$ cat src/ghsa_pkg.sv
// Package for the generational handle slot allocator.
// Holds field widths, operation and status codes, default parameters and the
// command and status structs between controller and datapath. No dependencies.
`default_nettype none

package ghsa_pkg;

  localparam int SLOT_COUNT_DEF = 1024;
  localparam int GEN_BITS_DEF   = 20;

  localparam int OP_W     = 2;
  localparam int SLOT_W   = 10;
  localparam int HANDLE_W = 31;
  localparam int WORD_W   = 32;
  localparam int COUNT_W  = 11;
  localparam int STATUS_W = 2;

  // Widest row of the used-bit memory; the free search covers one row a cycle.
  localparam int ROW_MAX_W = 32;

  typedef enum logic [OP_W-1:0] {
    OP_ASSIGN  = 2'd0,
    OP_RELEASE = 2'd1,
    OP_QUERY   = 2'd2
  } op_t;

  localparam logic [STATUS_W-1:0] ST_VALID   = 2'd0;
  localparam logic [STATUS_W-1:0] ST_STALE   = 2'd1;
  localparam logic [STATUS_W-1:0] ST_INVALID = 2'd2;

  typedef struct packed {
    logic clear_wr;
    logic accept;
    logic scan_next;
    logic scan_take;
    logic assign_fin;
    logic full_fin;
    logic lookup_fin;
  } dp_cmd_t;

  typedef struct packed {
    logic clear_last;
    logic scan_hit;
    logic scan_last;
    logic out_free;
  } dp_stat_t;

endpackage

`default_nettype wire

$ cat src/ghsa_ctrl.sv
// Controller of the handle slot allocator: sequences the clearing pass,
// request intake, free-slot scan and result loading. Depends on ghsa_pkg.
`default_nettype none

module ghsa_ctrl (
  input  logic                      clk,
  input  logic                      rst,
  input  logic                      in_valid,
  input  logic [ghsa_pkg::OP_W-1:0] in_op,
  output logic                      in_ready,
  output ghsa_pkg::dp_cmd_t         cmd,
  input  ghsa_pkg::dp_stat_t        stat
);
  import ghsa_pkg::*;

  typedef enum logic [2:0] {
    S_CLEAR,
    S_IDLE,
    S_SCAN,
    S_META,
    S_EVAL
  } state_t;

  state_t state;
  state_t state_next;
  logic   accept;

  assign accept = in_valid && in_ready;

  always_comb begin
    cmd        = '0;
    state_next = state;
    unique case (state)
      S_CLEAR: begin
        cmd.clear_wr = 1'b1;
        if (stat.clear_last) begin
          state_next = S_IDLE;
        end
      end
      S_IDLE: begin
        cmd.accept = accept;
        if (accept) begin
          state_next = (in_op == OP_ASSIGN) ? S_SCAN : S_EVAL;
        end
      end
      S_SCAN: begin
        if (stat.scan_hit) begin
          cmd.scan_take = 1'b1;
          state_next    = S_META;
        end else if (!stat.scan_last) begin
          cmd.scan_next = 1'b1;
        end else if (stat.out_free) begin
          cmd.full_fin = 1'b1;
          state_next   = S_IDLE;
        end
      end
      S_META: begin
        if (stat.out_free) begin
          cmd.assign_fin = 1'b1;
          state_next     = S_IDLE;
        end
      end
      S_EVAL: begin
        if (stat.out_free) begin
          cmd.lookup_fin = 1'b1;
          state_next     = S_IDLE;
        end
      end
      default: begin
        state_next = S_IDLE;
      end
    endcase
  end

  always_ff @(posedge clk) begin
    if (rst) begin
      state    <= S_CLEAR;
      in_ready <= 1'b0;
    end else begin
      state    <= state_next;
      in_ready <= (state_next == S_IDLE);
    end
  end

endmodule

`default_nettype wire

$ cat config.mk
export PLATFORM = sky130hd
export DESIGN_NAME = ghsa_ctrl
export DESIGN_NICKNAME = d
export VERILOG_FILES = /design/src/ghsa_pkg.sv /design/src/ghsa_ctrl.sv
export SDC_FILE = /design/constraint.sdc
export NUM_CORES = 1
export LEC_CHECK = 0
export BUFFER_PORTS_ARGS = -buffer_cell sky130_fd_sc_hd__buf_4
export CAP_MARGIN = 10
export CORE_AREA = 2 2 39 41
export CTS_CLUSTER_DIAMETER = 100
export DETAILED_ROUTE_END_ITERATION = 16
export DIE_AREA = 0 0 41 43
export PLACE_DENSITY_LB_ADDON = 0.15
export SETUP_SLACK_MARGIN = 0.05
export SYNTH_ARGS = -nofsm -noshare
export SYNTH_HDL_FRONTEND = slang
export SYNTH_SLANG_ARGS = --single-unit
$ cat constraint.sdc
create_clock -name clk -period 1.3 [get_ports clk]
set_input_delay 0.13 -clock clk [delete_from_list [all_inputs] [get_ports clk]]
set_output_delay 0.13 -clock clk [all_outputs]
set_load 0.02 [all_outputs]
# [Word level (Yosys, flattened, before mapping)]
# Cells that the tools add are included.
[totals] ff_bits=4 in_bits=9 out_inout_bits=8 word_cells=30
[classes] n_eq_ne=5 n_mux=19 reduce_logical=4
[ops] op="3-bit two-way mux" count=6
[ops] op="3-bit case mux with 4 select lines" count=1
[ops] op="1-bit two-way mux" count=11
[ops] op="3-bit by 1-bit == test with 1-bit output, second input constant" count=2
[ops] op="3-bit by 2-bit == test with 1-bit output, second input constant" count=2
[ops] op="3-bit == test, second input constant" count=1
[ops] op="3-bit logical NOT" count=1
[ops] op="2-bit logical NOT" count=1
[ops] op="2-bit two-way mux" count=1
[ops] op="2-bit OR reduction" count=1
[ops] op="1-bit logical AND" count=1

# [Logic depth before layout (Yosys ltp)]
# Gate-level depths: netlist (run 1).
[logic_depth] depth_word=5 depth_mapped=5

# [Least setup slack after synthesis (run 1)]
# OpenSTA, ideal clock, no wires.
[synth_timing] path_type="register -> output" from="register state[2]" to="output port cmd[1] in the netlist's numbering" arrival_ps=1313 t_required_ps=1170 setup_slack_ps=-143 stages_incl_launch_ff=4 cell_sequence="dfxtp_1 buf_4 nand2b_1 nor4_1"
[synth_lines] element="start, declared" line_no="ghsa_ctrl.sv:24" source="state_t state;"
[synth_lines] element="start signal, assigned" line_no="ghsa_ctrl.sv:80" source="state <= state_next;"
[synth_lines] element="end, declared" line_no="ghsa_ctrl.sv:11" source="output ghsa_pkg::dp_cmd_t cmd,"

==> impl_metrics.yaml, run 1 <==
grt:
  grt_pass1_vias: 314
  grt_pass1_wl_mm: 1.304
  grt_max_degree: 8
  gr-total-overflow: 0
  grt.total_usage_pct: 10.72
  antenna_found_initial: 0
clock_network:
  clock_latency_ps: 230
  cts_root_buffer: "clkbuf_4"
  cts_buffers: 3
  clk_pin_slew_worst_paths_ps: 40
  clockBufferDepth: 2
  cts_tree: "done"
  clock_sinks: 4
  cts_htree_levels: 1
placement:
  dpl.cell_count: 69
  io_buffer_count: 16
  dpl_cell_area_um2: 449.2
  gp_congestion: 0.6529
  dp_slack_ps: 68.54
  dpl.hpwl_um: 563.4
worst_setup_path:
  cp-end-kind: "output pin"
  worst-path-max-fanout: 6
  critPathSlowestCell: "dfxtp_4"
  worstSetupStartpointType: "register"
  critPathMaxStageDelay_ps: 350
  cp_num_buf_inv: 2
  crit_type: "register to output pin"
  critical_path.cell_chain: "nand2b_4, buf_6, nor3b_2, buf_4"
  cp_data_required_time_ps: 1170
  worst-endpoint-arrival_ps: 1160
  critPathTopFamily: "flip-flops"
layout:
  layout-drive-gt1-share_pct: 66.10
  layout.nets: 70
  nFillCells: 142
  area_growth_pct: 108.7
  fin_area_um2: 569.3
  final_util_pct: 41.14
  diodes: 0
  instances_no_fill: 75
timing:
  rsz0062_at_grt: "true"
  fmax_mhz: 773.3
  maxSlewViolCount: 0
  finalSetupViolCount: 0
  min_period_over_period_pct: 99.47
  whs_ps: 82.67
  finalSetupTns_ps: 0
  min_period_ps: 1293
  fin_skew_ps: 4.852
  worst_pin_slew_ps: 411.3
  fin_ws_ps: 6.880
  slew_headroom_pct: 71.87
  hold_violations: 0
routing:
  first_iter_violations: 0
  vias: 351
  ant_nets: 0
  wl_per_cell_um: 10.69
  via_per_inst: 4.680
  drt-total-wl_um: 802
  drc_errors: 0
  first_pass_iters: 1
job:
  max-cap-violations: 0
pwr:
  leakage_nw: 0.2239
  switching_share_pct: 27.21
  p_int_uw: 294.9
  power_density_nw_per_um2: 711.7
  peakVddDrop_mv: 0.6526
  pwr-share-clk_pct: 36.7
  pwr-share-seq_pct: 34.3
  power_switching_uw: 110.3
  total_power_uw: 405.2
  combPwrFrac_pct: 29.0
yosys:
  ys_seq_area_share_pct: 29.36
  yosysWarnings: 0
  synth_nets: 43
  netlist_area_um2: 272.8
  synth_area_leaders: "dfxtp_1 (29%), nor4bb_2 (6.0%), nand2_1 (5.5%)"
  avgSynthCellArea_um2: 8.022
  ys_types: 20
  synthCells: 34
  ys_ff_latch: 4
  yosysTopAreaCellShare_pct: 29.36
  synth.largest_area_cell: "dfxtp_1"
die:
  dieArea_um2: 1763
  initial_core_util_pct: 19.71
  die_w_um: 41
  dieHeight_um: 43
  io_pins: 17
  coreArea_um2: 1384
  row_count: 14
min_path:
  hp-class: "input port to register"
run_status:
  status: "finished clean"
==> worst reg2reg max path, cell delays in order, from the launching register on <==
cell and delay, ps:
dfxtp_4 350, buf_4 150, o32a_1 350, nor4bb_2 250
==> power by group through the flow <==
stage / Clock (mW) / Sequential (mW) / Combinational, mW
4_1_cts: 0.158 / 0.137 / 0.109
6_report: 0.149 / 0.139 / 0.117
3_5_place_dp: 0 / 0.142 / 0.0955
5_1_grt: 0.173 / 0.140 / 0.128
3_3_place_gp: 0 / 0.143 / 0.0968
2_1_floorplan: 0 / 0.141 / 0.0481
==> logic make-up (layout without fill, tap and decap cells) <==
family                 count (synthesis)  count (layout)  share of synthesized area (%)
AND/OR/NAND/NOR                       18              18                          38.07
buffers and inverters                  2              27                          6.881
flip-flops                             4               4                          29.36
AO/OA/AOI/OAI                         10              10                          25.69
==> layer usage <==
layer / up-vias / GRT usage, % / share of wire (%)
met3: 0 / 4.712 / 6.7
met4: 0 / 2.000 / 0
met5: - / 0 / 0
met2: 9 / 16.56 / 51
li1: 181 / - / -
met1: 161 / 13.42 / 42
==> layout make-up <==
cell class,instances,area (µm²),share of cell area (%)
Tap cell,16,20.02,3.516
Timing Repair Buffer,24,202.7,35.60
Clock buffer,3,22.52,3.956
Multi-Input combinational cell,28,235.2,41.32
Sequential cell,4,88.84,15.60
==> cells in the mapped netlist (all sizes together) <==
| cell type | count |
|---|---|
| dfxtp | 4 |
| nand2 | 4 |
| nor2 | 4 |
| nor3 | 3 |
| o21ai | 3 |
| a21oi | 2 |
| buf | 2 |
| nand2b | 2 |
| nor4 | 2 |
| o21a | 2 |
| a2111oi | 1 |
| a211oi | 1 |
| nand3 | 1 |
| nor3b | 1 |
| nor4bb | 1 |
| o32a | 1 |
==> registers in the layout, indices dropped and copies added, names as in the netlist <==
register,flops
in_ready,1
state,3
==> final timing paths <==
path | from | to | slack [ps] | cells past startpoint
worst max-delay path | state[2]$_SDFF_PP0_ | cmd[3] | 7 | 4
worst min-delay path | rst | state[2]$_SDFF_PP0_ | 80 | 2
worst max register to register | state[2]$_SDFF_PP0_ | in_ready$_SDFF_PP0_ | 110 | 3
worst min register to register | state[2]$_SDFF_PP0_ | state[2]$_SDFF_PP0_ | 530 | 2
==> cell usage in the layout, fill, tap and decap left out <==
| master | instances |
|---|---|
| nand3_2 | 1 |
| dfxtp_2 | 1 |
| o32a_1 | 1 |
| nor3b_2 | 1 |
| nor2_4 | 1 |
| nand2b_1 | 1 |
| nor2_1 | 3 |
| nand2b_4 | 1 |
| o21ai_1 | 1 |
| o21ai_0 | 1 |
| o21a_1 | 2 |
| dfxtp_4 | 2 |
| nor3_4 | 1 |
| a211oi_1 | 1 |
| clkbuf_4 | 3 |
| nor4_4 | 2 |
| nor4bb_2 | 1 |
| buf_4 | 18 |
| nand2_1 | 4 |
| nor3_1 | 2 |
| a2111oi_0 | 1 |
| buf_6 | 6 |
| dfxtp_1 | 1 |
| a21oi_1 | 2 |
| o21ai_2 | 1 |
==> repair_timing <==
item                                    CTS  global route
gates resized for setup                  10             8
hold buffers                              0             0
buffers inserted                          3             0
gates cloned                              0             0
pin swaps                                 3             2
endpoints found under the setup margin    5             8
No activity file was read; power rests on OpenSTA's default activity.
==> run 2, diff against run 1 <==
==> constraint.sdc (replaced) <==
create_clock -name clk -period 1.3 [get_ports clk]
set_input_delay 0.13 -clock clk [delete_from_list [all_inputs] [get_ports clk]]
set_output_delay 0.13 -clock clk [all_outputs]
set_load 0.1 [all_outputs]
==> run 2 against run 1 <==
Against the previous run:
- the flow now finishes with violations (negative setup slack)
- critical path depth fell by 1
- setup slack worse by 100 ps
- die area did not move
- hold slack got worse by 8.8 ps
- clock-buffer cell count grew 1
- power is 34% higher
- largest cell class is now buffers
==> impl_metrics.yaml, run 2 (same netlist as run 1, synthesis figures left out) <==
run_status:
  status: "finished, violations left"
  violations: "negative setup slack"
routing:
  wl_per_cell_um: 11.90
  drc_errors: 0
  drt-total-wl_um: 952
  vias: 385
  first_pass_iters: 1
  first_iter_violations: 0
  via_per_inst: 4.813
  ant_nets: 0
timing:
  min_period_ps: 1393
  fmax_mhz: 718.0
  fin_skew_ps: 10.24
  finalSetupTns_ps: -489.1
  rsz0062_at_grt: "true"
  maxSlewViolCount: 0
  min_period_over_period_pct: 107.1
  fin_ws_ps: -92.84
  worst_pin_slew_ps: 287.1
  finalSetupViolCount: 8
  hold_violations: 0
  slew_headroom_pct: 80.66
worst_setup_path:
  cp-end-kind: "output pin"
  reg2reg_depth: 5
  cp_data_required_time_ps: 1170
  crit_type: "register to output pin"
  worstSetupStartpointType: "register"
  r2r-end: "in_ready$_SDFF_PP0_"
  worst-endpoint-arrival_ps: 1260
  crit_start: "state[0]$_SDFF_PP0_"
  worst-path-max-fanout: 5
  r2r-start: "state[0]$_SDFF_PP0_"
  r2r_slack_ps: -70
  endpoint: "cmd[1]"
die:
  dieHeight_um: 43
  io_pins: 17
  initial_core_util_pct: 19.71
  coreArea_um2: 1384
  row_count: 14
  die_w_um: 41
  dieArea_um2: 1763
clock_network:
  cts_tree: "done"
  clk_pin_slew_worst_paths_ps: 40
  cts_htree_levels: 1
  cts_root_buffer: "clkbuf_4"
  clock_sinks: 4
  postCtsHoldBufs: 0
  cts_buffers: 3
  clock_latency_ps: 240
  clockBufferDepth: 2
grt:
  gr-total-overflow: 0
  grt_pass1_wl_mm: 1.511
  antenna_found_initial: 0
  grt_pass1_vias: 366
  grt_max_degree: 8
  grt.total_usage_pct: 13.44
layout:
  largest_registers: "state x3, in_ready x1"
  largest_reg_flops: 3
  layout_commonest_cell: "buf_4"
  final_cell_mix: "buf_4 (15), buf_6 (7), buf_12 (6)"
  area_growth_pct: 174.3
  diodes: 0
  max_flop_register: "state"
  nFillCells: 133
  layout-drive-gt1-share_pct: 75.00
  fin_area_um2: 748.2
  layout.nets: 74
placement:
  gp_congestion: 0.7264
  io_buffer_count: 16
  dpl_cell_area_um2: 540.5
  dp_slack_ps: 60.13
  dpl.hpwl_um: 710.6
pwr:
  power_switching_uw: 195.0
  leakage_nw: 0.2856
  combPwrFrac_pct: 42.6
  peakVddDrop_mv: 0.5298
  pwr-share-seq_pct: 25.9
  pwr-share-clk_pct: 31.6
  p_int_uw: 348.2
  power_density_nw_per_um2: 726.0
  switching_share_pct: 35.89
job:
  max-cap-violations: 0
min_path:
  hp-class: "input port to register"
run 2: cell count changes in the layout (fill, tap and decap cells not counted), moves of 2 or more:
cell	previous run	this run
nor3_4	1	3
buf_4	18	15
buf_12	0	6
nor3_1	2	0
run 2: cell type report:
cell class	count	area [µm²]	area share [%]
repair buffers	28	311.5	41.64
multi-input cells	28	297.8	39.80
clock buffers	4	26.28	3.512
well taps	16	20.02	2.676
flip-flops and latches	4	92.59	12.37
run 2: through the flow:
step	hold WS, ps	std cells	power [mW]	util (%)
after global routing	77.84	80	0.5704	54.07
after global placement	317.6	68	0.3215	39.06
after detailed placement	320.9	68	0.3246	39.06
after CTS	66.56	77	0.5351	50.54
final	73.84	80	0.5432	54.07
after floorplan	190.5	34	0.2650	-
run 2: worst max-delay path: stages (launching register included):
cell	delay (ps)
dfxtp_4	360
buf_12	140
nor4_4	270
buf_6	260
run 2: per-layer routing:
metal | share of wire, % | global-route usage, %
met2 | 55 | 21.25
met4 | 3.2 | 12.00
met3 | 6.4 | 2.094
met5 | 0 | 0
met1 | 36 | 14.10
run 2: power by group through the flow:
stage / clock network [mW] / logic [mW] / registers, mW
after floorplan: 0 / 0.0987 / 0.166
after global placement: 0 / 0.174 / 0.148
after detailed placement: 0 / 0.176 / 0.148
after CTS: 0.182 / 0.213 / 0.140
after global routing: 0.186 / 0.243 / 0.142
final: 0.171 / 0.231 / 0.140
run 2: how the worst min path moves through the flow:
stage | depth (start not counted) | to | slack (ps) | startpoint
after floorplan | 1 | in_ready$_SDFF_PP0_ | 190 | rst
after global placement | 2 | state[1]$_SDFF_PP0_ | 320 | rst
after detailed placement | 2 | state[1]$_SDFF_PP0_ | 320 | rst
after CTS | 2 | in_ready$_SDFF_PP0_ | 70 | rst
after global routing | 2 | state[2]$_SDFF_PP0_ | 80 | rst
final | 2 | state[2]$_SDFF_PP0_ | 70 | rst
run 2: timing repair:
item	CTS	global route
setup buffers	5	3
pin swaps	5	6
setup endpoints to repair	7	10
gates resized for setup	25	5
